File: config.mk
export PLATFORM = sky130hd
export DESIGN_NAME = mep_span
export DESIGN_NICKNAME = d
export VERILOG_FILES = /design/src/assert_macros.svh /design/src/mep_pkg.sv /design/src/mep_span.sv
export SDC_FILE = /design/constraint.sdc
export NUM_CORES = 1
export LEC_CHECK = 0
export ABC_AREA = 1
export BUFFER_PORTS_ARGS = -buffer_cell sky130_fd_sc_hd__buf_2
export CAP_MARGIN = 10
export CORE_MARGIN = 8
export CORE_UTILIZATION = 30
export DETAILED_ROUTE_END_ITERATION = 8
export HOLD_SLACK_MARGIN = 0.03
export PLACE_DENSITY = 0.56
export SKIP_CTS_REPAIR_TIMING = 1
export SYNTH_ARGS = -nofsm -noshare
export SYNTH_HDL_FRONTEND = slang
export SYNTH_SLANG_ARGS = --single-unit
File: constraint.sdc
create_clock -name clk_i -period 16.8 [get_ports clk_i]
set_input_delay 1.68 -clock clk_i [delete_from_list [all_inputs] [get_ports clk_i]]
set_output_delay 1.68 -clock clk_i [all_outputs]
set_load 0.02 [all_outputs]
File: src/assert_macros.svh
// Assertion helpers
`ifndef ASSERT_MACROS_SVH
`define ASSERT_MACROS_SVH
`ifndef ASSERT_OFF
`define MEP_ASSERT(lbl, clk, rst_n, prop) \
  lbl: assert property (@(posedge clk) disable iff (!rst_n) prop) \
    else $error("assertion failed");
`define MEP_ASSERT_ALWAYS(lbl, clk, prop) \
  lbl: assert property (@(posedge clk) prop) \
    else $error("assertion failed");
`else
`define MEP_ASSERT(lbl, clk, rst_n, prop)
`define MEP_ASSERT_ALWAYS(lbl, clk, prop)
`endif
`endif

File: src/mep_pkg.sv
package mep_pkg;

  localparam int unsigned BitmapBytesDef = 8000;
  localparam int unsigned AttrCellsDef   = 1000;
  localparam int unsigned ScrW           = 160;
  localparam int unsigned ScrH           = 200;
  localparam int unsigned RowBytes       = 320;
  localparam int unsigned CellsPerRow    = 40;
  localparam logic [3:0]  NibbleMask     = 4'h0F;
  localparam logic [3:0]  RadiusXRst     = 4'd3;
  localparam logic [3:0]  RadiusYRst     = 4'd4;

  typedef enum logic [1:0] {
    REGION_BITMAP = 2'd0,
    REGION_SCREEN = 2'd1,
    REGION_COLOUR = 2'd2,
    REGION_NONE   = 2'd3
  } region_e;

  typedef enum logic {
    FUNC_DRAW = 1'b0,
    FUNC_READ = 1'b1
  } func_e;

  typedef enum logic {
    CFG_RADIUS_X = 1'b0,
    CFG_RADIUS_Y = 1'b1
  } cfg_idx_e;

  typedef enum logic [1:0] {
    PAT_NONE = 2'd0,
    PAT_HI   = 2'd1,
    PAT_LO   = 2'd2,
    PAT_CS   = 2'd3
  } pat_e;

  typedef struct packed {
    logic rd_en;
    logic bm_we;
    logic attr_we;
    logic col_we;
  } store_ctl_t;

endpackage

File: src/mep_span.sv
module mep_span (
  input  logic              clk_i,
  input  logic              rst_ni,
  input  logic              start_i,
  input  logic signed [4:0] dy_i,
  input  logic [3:0]        radius_x_i,
  input  logic [3:0]        radius_y_i,
  output logic              done_o,
  output logic [3:0]        width_o
);
  import mep_pkg::*;

  localparam logic [1:0] SP_IDLE = 2'd0;
  localparam logic [1:0] SP_SQ   = 2'd1;
  localparam logic [1:0] SP_T    = 2'd2;
  localparam logic [1:0] SP_SRCH = 2'd3;

  logic [1:0]  state_q, state_d;
  logic [3:0]  mag_q;
  logic [7:0]  dy2_q, rx2_q, ry2_q;
  logic [15:0] t_q;
  logic [3:0]  w_q;
  logic [8:0]  sq_q;
  logic [16:0] prod;
  logic        grow;

  assign prod    = 17'(sq_q) * 17'(ry2_q);
  assign grow    = (w_q < radius_x_i) && ({1'b0, t_q} >= prod);
  assign done_o  = (state_q == SP_SRCH) && !grow;
  assign width_o = w_q;

  always_comb begin
    state_d = state_q;
    unique case (state_q)
      SP_IDLE: if (start_i) state_d = SP_SQ;
      SP_SQ:   state_d = SP_T;
      SP_T:    state_d = SP_SRCH;
      SP_SRCH: if (!grow) state_d = SP_IDLE;
      default: state_d = SP_IDLE;
    endcase
  end

  always_ff @(posedge clk_i or negedge rst_ni) begin
    if (!rst_ni) begin
      state_q <= SP_IDLE;
    end else begin
      state_q <= state_d;
    end
  end

  always_ff @(posedge clk_i) begin
    if (start_i && state_q == SP_IDLE) begin
      mag_q <= dy_i[4] ? 4'(-dy_i) : dy_i[3:0];
    end
    if (state_q == SP_SQ) begin
      dy2_q <= mag_q * mag_q;
      rx2_q <= radius_x_i * radius_x_i;
      ry2_q <= radius_y_i * radius_y_i;
    end
    if (state_q == SP_T) begin
      t_q  <= 16'(rx2_q) * 16'(ry2_q - dy2_q);
      w_q  <= '0;
      sq_q <= 9'd1;
    end
    if (state_q == SP_SRCH && grow) begin
      w_q  <= w_q + 4'd1;
      sq_q <= 9'(sq_q + {4'd0, w_q, 1'b0} + 9'd3);
    end
  end

endmodule

Word level (Yosys, flattened, before mapping)
Cells that the tools add are included.
Storage, ports and cells
  input port bits: 16
  register bits: 59
  output and inout port bits: 5
Operators by class
  equality and inequality tests: 5
  muxes and demuxes: 8
  magnitude comparators: 2
  reductions and logical operators: 8
  multipliers: 5
  add/sub/neg operators: 5
Operators by type and width (count)
  $mul A4 B4 Y8: 3
  $mux W9: 2
  $ge A16 B17 Y1: 1
  $mul A9 B8 Y17: 1
  $mul A9 B9 Y16: 1
  $mux W4: 3
  $add A9 B2 Y9 const B: 1
  $add A9 B5 Y9: 1
  $sub A8 B8 Y9: 1
  $pmux W2 S4: 1
  $add A4 B1 Y4 const B: 1
  $eq A2 B2 Y1 const B: 2
  $logic_and A1 B1 Y1: 4
  $lt A4 B4 Y1: 1
  $mux W2: 2
  $ne A2 B2 Y1 const B: 2
  $neg A4 Y4: 1
  $eq A2 B1 Y1 const B: 1
  $logic_not A2 Y1: 1
  $reduce_and A2 Y1: 1
  $reduce_bool A2 Y1: 1
  $logic_not A1 Y1: 1

Longest topological paths before layout
Gate-level depths: netlist of the first run.
  depth in word-level cells: 5
  gate-level depth with buffers: 33
  depth with buffers taken out: 31

Least setup slack after synthesis of the first run
No wires, ideal clock.
  path kind: reg2out
  from: reg ry2_q[7]
  to: out done_o
  data arrival time: 5.296 ns
  slack: 9.824 ns
  cell stages (with the launch flop): 27
  data required time: 15.120 ns
  buffers on the path: 1
  cell sequence: edfxtp_1 > clkbuf_1 > nand2_1 > fa_1 > fa_1 > inv_1 > fa_1 > inv_1 > fa_1 > inv_1 > ha_1 > inv_1 > o21bai_1 > a21o_1 > nand2_1 > inv_1 > nor2_1 > o21bai_1 > xor2_1 > ha_1 > nand2_1 > nor2_1 > a211oi_1 > nand2_1 > nand2_1 > nand2_1 > a21boi_0
On the way
  longest elaborated chain between the ends: 5
RTL lines
  start, declared: RTL line mep_span.sv:20  | logic [7:0] dy2_q, rx2_q, ry2_q;
  start signal, assigned: RTL line mep_span.sv:58  | ry2_q <= radius_y_i * radius_y_i;
  $mul A9 B8 Y17: RTL line mep_span.sv:27  | assign prod = 17'(sq_q) * 17'(ry2_q);
  $ge A16 B17 Y1: RTL line mep_span.sv:28  | assign grow = (w_q < radius_x_i) && ({1'b0, t_q} >= prod);
  $logic_and A1 B1 Y1: RTL line mep_span.sv:28
  $logic_not A1 Y1
  $logic_and A1 B1 Y1: RTL line mep_span.sv:29  | assign done_o = (state_q == SP_SRCH) && !grow;
  end, declared: RTL line mep_span.sv:8  | output logic done_o,
No other way between the ends.

Final worst setup path of the first run
  from: reg sq_q[0]
  to: out done_o
On the way
  longest elaborated chain between the ends: 5
RTL lines
  start, declared: RTL line mep_span.sv:23  | logic [8:0] sq_q;
  start signal, assigned: RTL line mep_span.sv:67  | sq_q <= 9'(sq_q + {4'd0, w_q, 1'b0} + 9'd3);
  $mul A9 B8 Y17: RTL line mep_span.sv:27
  $ge A16 B17 Y1: RTL line mep_span.sv:28
  $logic_and A1 B1 Y1: RTL line mep_span.sv:28
  $logic_not A1 Y1
  $logic_and A1 B1 Y1: RTL line mep_span.sv:29
No other way between the ends.

==> qor.yml, run 1 <==
run_status:
  outcome: "finished clean"
cts:
  cts_tree: "done"
  cts_num_sinks: 56
  cts_root_buf: "clkbuf_16"
  clock_path_buffers: 2
  cts.clk_slew.worst_paths_ns: 0.07
  htreeDepth: 2
  cts_buffers: 5
  clk_latency_ns: 0.30
cells_and_area:
  register_area_um2: 1670
  drive_above_1_share_pct: 4.55
  area_delta_synth_final_pct: 8.06
  layout.nets: 1222
  multi_input_area_um2: 5380
  n_fill_cell: 2877
  fin_util_pct: 32.7
  diodes: 0
sta:
  skew_ns: 0.00884
  rsz0062_at_grt: "false"
  fmax_mhz: 134
  worst_slew_pin_slew_ns: 1.00
  fin_crit_ns: 7.47
  slew_violations: 0
  fin_crit_sh_pct: 44.5
  setup_viol: 0
  maxSlewHeadroom_pct: 33.0
  hold_viol_final: 0
  fin_tns_setup_ns: 0
die:
  dieArea_um2: 32500
  fp-row-count: 60
  io-pin-count: 21
  die_h_um: 180
  core_region_area_um2: 26700
  die_x_um: 180
  start_util_pct: 30.3
drt:
  drc: 0
  routedWlPerCell_um: 12.1
  viasPerCell: 4.36
  first_iter_violations: 212
  drt_wl_total_um: 16100
  num_vias: 5798
  drt_first_pass_iters: 4
  antenna_left: 0
placed_design:
  portBuffers: 20
  gp_congestion: 0.833
  dp_hpwl_um: 13900
grt:
  grt.overflow.total: 0
  grt_max_degree: 22
  grt.total_usage_pct: 10.3
  grt_pass1_vias: 6057
  grt_pass1_wl_um: 28000
  grt_antenna_before_repair: 0
worst_setup_path:
  cpPeakStageDelay_ns: 0.55
  cp-startpoint: "sq_q[0]"
  startpoint_type: "flip-flop"
  cp_max_fo: 9
  cp.arrival_ns: 5.79
  critPathSlowestCell: "edfxtp_1"
  cp_num_buf_inv: 6
  r2r_start: "ry2_q[0]"
  crit_required_ns: 15.12
  critPathKind: "reg -> out"
  crit_top_cell: "nand2_1"
  cp-end-kind: "output port"
  path_delay_family: "adder cells"
logic_synthesis:
  synth_xor_area_share_pct: 4.53
  ys_types: 37
  async_flop_share_pct: 3.57
  synth.area.mux_share_pct: 0
  synthCells: 971
  synthTopCellsByArea: "ha_1 21%, fa_1 20%, edfxtp_1 20%, inv_1 12%, nand2_1 9.7%"
  avgSynthCellArea_um2: 8.33
  yosys.area_share.adder_pct: 41.3
  synth_edf_count: 54
  ys.flop_type: "edfxtp_1"
  yosys.area.top_type: "ha_1"
  ys_top_cells_by_count: "260 x inv_1, 209 x nand2_1, 136 x ha_1"
  ys_ff_latch: 56
  synth-simple-area-share_pct: 15.0
  synth_top_area_share_pct: 21.0
  yosys_warnings: 0
  synth_most_common_cell: "inv_1"
  synth_top_family_by_area: "adder cells"
  syn-cell-area_um2: 8090
  synth-compound-area-share_pct: 5.29
  ys_seq_area_share_pct: 20.7
hold_path:
  hp-class: "reg -> reg"
  hold_start: "state_q[1]"
flow_run:
  cap_violations: 0
[per-stage QoR]
| stage | cells | setup WS [ns] | cell area, µm² | hold slack (ns) |
|---|---|---|---|---|
| floorplan | 978 | 9.82 | 8120 | 0.490 |
| global route | 1330 | 8.89 | 8740 | 0.602 |
| detailed placement | 1322 | 9.65 | 8570 | 0.530 |
| finish | 1330 | 9.33 | 8740 | 0.538 |
| CTS | 1330 | 9.30 | 8740 | 0.548 |
| global placement | 1322 | 9.63 | 8570 | 0.539 |
[layout make-up]
| class | count | share of cell area [%] |
|---|---|---|
| clock buffers | 5 | 1.43 |
| flip-flops and latches | 56 | 19.1 |
| clock inverters | 3 | 0.530 |
| repair buffers | 20 | 1.15 |
| well taps | 341 | 4.88 |
| multi-input cells | 642 | 61.6 |
| inverters | 263 | 11.3 |
[sequential cells by signal, summed over array words and instances (netlist names)]
signal / count
dy2_q: 7
mag_q: 4
rx2_q: 7
ry2_q: 7
sq_q: 9
state_q: 2
t_q: 16
width_o: 4
[metal layers]
| metal | vias to the layer above | part of all wire [%] | routed length, µm | GRT usage, % |
|---|---|---|---|---|
| met5 | - | 0 | 0 | 0 |
| met1 | 2749 | 49 | 7820 | 13.3 |
| met3 | 10 | 2.8 | 456 | 1.25 |
| met2 | 69 | 48 | 7660 | 18.3 |
| met4 | 0 | 0.77 | 123 | 1.85 |
| li1 | 2970 | - | - | - |
[placed cells by master (no fill, tap or decap), types with 3 or more instances in the layout]
| cell type | n |
|---|---|
| ha_1 | 136 |
| nor2_1 | 56 |
| nand4_1 | 4 |
| o21ai_0 | 17 |
| edfxtp_1 | 54 |
| inv_1 | 260 |
| or2_2 | 3 |
| nand2_1 | 209 |
| nand3_1 | 19 |
| a21oi_2 | 3 |
| a31oi_1 | 5 |
| fa_1 | 82 |
| clkbuf_16 | 5 |
| a21oi_1 | 32 |
| conb_1 | 9 |
| nor3_1 | 7 |
| buf_2 | 20 |
| xnor2_1 | 11 |
| inv_2 | 3 |
| o21bai_1 | 5 |
| xor2_1 | 29 |
[final timing paths]
| kind | endpoint | slack (ns) | cells past startpoint |
|---|---|---|---|
| worst min-delay path | state_q[1] | 0.54 | 2 |
| min in group asynchronous | state_q[0] | 1.15 | 1 |
| worst min register to register | state_q[1] | 0.54 | 2 |
| worst max register to register | t_q[13] | 10.15 | 25 |
| max in group asynchronous | state_q[1] | 15.56 | 1 |
| worst max-delay path | done_o | 9.33 | 26 |
[kinds of logic after synthesis]
family / after synthesis
fa+ha+maj: 218
compound gates: 72
buf+inv: 280
flops: 56
simple gates: 302
xor+xnor: 41
other cells: 2
[worst min-delay path: cells and delay by family (launching register included)]
family / cells / cell delay (ns)
DFF: 1 / 0.39
and+or+nand+nor: 2 / 0.12
Power of run 1 is not shown: default switching activity piles up to over one toggle a cycle in this logic, so the estimate is an artifact.
==> run 2: changes to the inputs <==
==> constraint.sdc (replaced) <==
create_clock -name clk_i -period 7.1 [get_ports clk_i]
set_input_delay 0.71 -clock clk_i [delete_from_list [all_inputs] [get_ports clk_i]]
set_output_delay 0.71 -clock clk_i [all_outputs]
set_load 0.02 [all_outputs]
==> run 2 against run 1 <==
  * Register-to-register slack lost 9.4 ns
  * Core utilization decreased by 0.11 points
  * Via count down 2.8%
  * Clock skew increased by 0.0012 ns
  * Hold slack got worse by 0.37 ns
  * Global-route usage decreased by 0.42 points
  * Non-clock buffer count unchanged
  * Die area is the same
  * Final cell count is the same
  * Critical path depth is the same
  * First-iteration DRC count fell by 3.3%
  * Sequential cell count stayed put
  * Critical endpoint unchanged
==> qor.yml, run 2 (same netlist as run 1, synthesis figures left out) <==
drt:
  antenna_left: 0  # unchanged
  drt_wl_total_um: 15500  # -3.7%
  routedWlPerCell_um: 11.6  # -3.7%
  drc: 0  # unchanged
  num_vias: 5633  # -2.8%
  first_iter_violations: 205  # -3.3%
  drt_first_pass_iters: 4  # unchanged
  viasPerCell: 4.24  # -2.8%
grt:
  grt_antenna_before_repair: 0  # unchanged
  grt_pass1_vias: 5781  # -4.6%
  grt_max_degree: 22  # unchanged
  grt.total_usage_pct: 9.87  # -0.42 points
  grt_pass1_wl_um: 26900  # -3.7%
  grt.overflow.total: 0  # unchanged
cells_and_area:
  multi_input_area_um2: 5380  # unchanged
  regMostFlops: "t_q"
  drive_above_1_share_pct: 4.45  # -0.10 points
  final_common_cell: "inv_1"
  diodes: 0  # unchanged
  register_area_um2: 1670  # unchanged
  largest_register_ffs: 16  # unchanged
  area_delta_synth_final_pct: 7.69
  final_cell_mix: "260 x inv_1, 209 x nand2_1, 136 x ha_1"
  reg_top3: "t_q x16, sq_q x9"
  layout.nets: 1222  # unchanged
  n_fill_cell: 2809  # -2.4%
sta:
  maxSlewHeadroom_pct: 42.4  # +9.4 points
  fmax_mhz: 151
  slew_violations: 0  # unchanged
  fin_tns_setup_ns: 0  # unchanged
  fin_crit_ns: 6.61
  fin_crit_sh_pct: 93.1
  worst_slew_pin_slew_ns: 0.863  # -0.142 ns
  holdWs_ns: 0.171  # -0.367 ns
  hold_viol_final: 0  # unchanged
  rsz0062_at_grt: "false"
  setup_viol: 0  # unchanged
  skew_ns: 0.0101  # +0.00122 ns
cts:
  htreeDepth: 2  # unchanged
  cts_buffers: 5  # unchanged
  clk_latency_ns: 0.30  # about the same
  clock_path_buffers: 2  # unchanged
  cts_num_sinks: 56  # unchanged
  cts_tree: "done"
  cts.clk_slew.worst_paths_ns: 0.07  # about the same
  cts_root_buf: "clkbuf_16"
worst_setup_path:
  cp_num_buf_inv: 6  # unchanged
  startpoint_type: "flip-flop"
  critPathKind: "reg -> out"
  crit_top_cell: "nand2_1"
  cp_max_fo: 10  # +1
  critPathSlowestCell: "edfxtp_1"
  path_delay_family: "adder cells"
  cp-end-kind: "output port"
  cpPeakStageDelay_ns: 0.56  # about the same
  cp.arrival_ns: 5.90  # +0.11 ns
  crit_required_ns: 6.39  # -8.73 ns
placed_design:
  gp_congestion: 0.813  # -2.4%
  portBuffers: 20  # unchanged
  dp_hpwl_um: 13600  # -1.8%
die:
  dieArea_um2: 32500  # unchanged
  fp-row-count: 60  # unchanged
  die_h_um: 180  # unchanged
  io-pin-count: 21  # unchanged
  core_region_area_um2: 26700  # unchanged
  die_x_um: 180  # unchanged
  start_util_pct: 30.3  # unchanged
hold_path:
  hp-class: "in -> async"
run_status:
  outcome: "finished clean"
flow_run:
  cap_violations: 0  # unchanged
run 2: changes by cell type in the layout (fill, tap and decap cells not counted):
cell	previous run	this run
clkbuf_1	0	1
bufinv_16	1	0
clkinvlp_4	0	1
inv_8	1	0
run 2: final timing paths:
check / startpoint / end / slack, ns / cells after the start
min reg2reg: state_q[1] / state_q[1] / 0.57 / 2
max: ry2_q[7] / done_o / 0.49 / 26
max in group asynchronous: rst_ni / state_q[1] / 6.83 / 1
max reg2reg: ry2_q[0] / t_q[13] / 0.77 / 27
min in group clk_i: state_q[1] / state_q[1] / 0.57 / 2
min: rst_ni / state_q[0] / 0.17 / 1
run 2: metal layers:
layer	GRT usage (%)	wire, µm	vias to the layer above
met5	0	0	-
met4	2.41	222	0
met3	1.17	517	13
li1	-	-	2968
met1	13.1	7840	2575
met2	16.8	6890	77
run 2: cell type report:
cell class	count	area share [%]
clock buffers	6	1.48
multi-input cells	642	61.8
inverters	263	11.3
flip-flops and latches	56	19.2
repair buffers	20	1.15
clock inverters	2	0.144
well taps	341	4.90
run 2: through the flow:
stage,instances,instance area [µm²],setup slack (ns),utilization [%]
finish,1330,8710,0.491,32.6
CTS,1330,8710,0.428,32.6
floorplan,978,8120,1.09,-
global route,1330,8710,0.0610,32.6
detailed placement,1322,8570,0.725,32.1
global placement,1322,8570,0.853,32.1
run 2: worst register-to-register path, cell delays in order, from the launching register on:
cell and delay, ns:
edfxtp_1 0.51, inv_1 0.10, ha_1 0.30, inv_2 0.10, nand3_1 0.07, nand2_1 0.08
inv_2 0.05, nor2_2 0.09, inv_1 0.07, a31oi_1 0.23, xor2_2 0.35, nand2_1 0.12
fa_1 0.48, fa_1 0.54, inv_1 0.06, fa_1 0.51, fa_1 0.54, inv_1 0.05
fa_1 0.50, inv_1 0.04, ha_1 0.35, a21oi_1 0.19, o21ai_0 0.13, a21oi_1 0.20
nor2_1 0.07, o21ai_0 0.15, nand2_1 0.08, xor2_1 0.14
Power of run 2 is left out for the same reason.
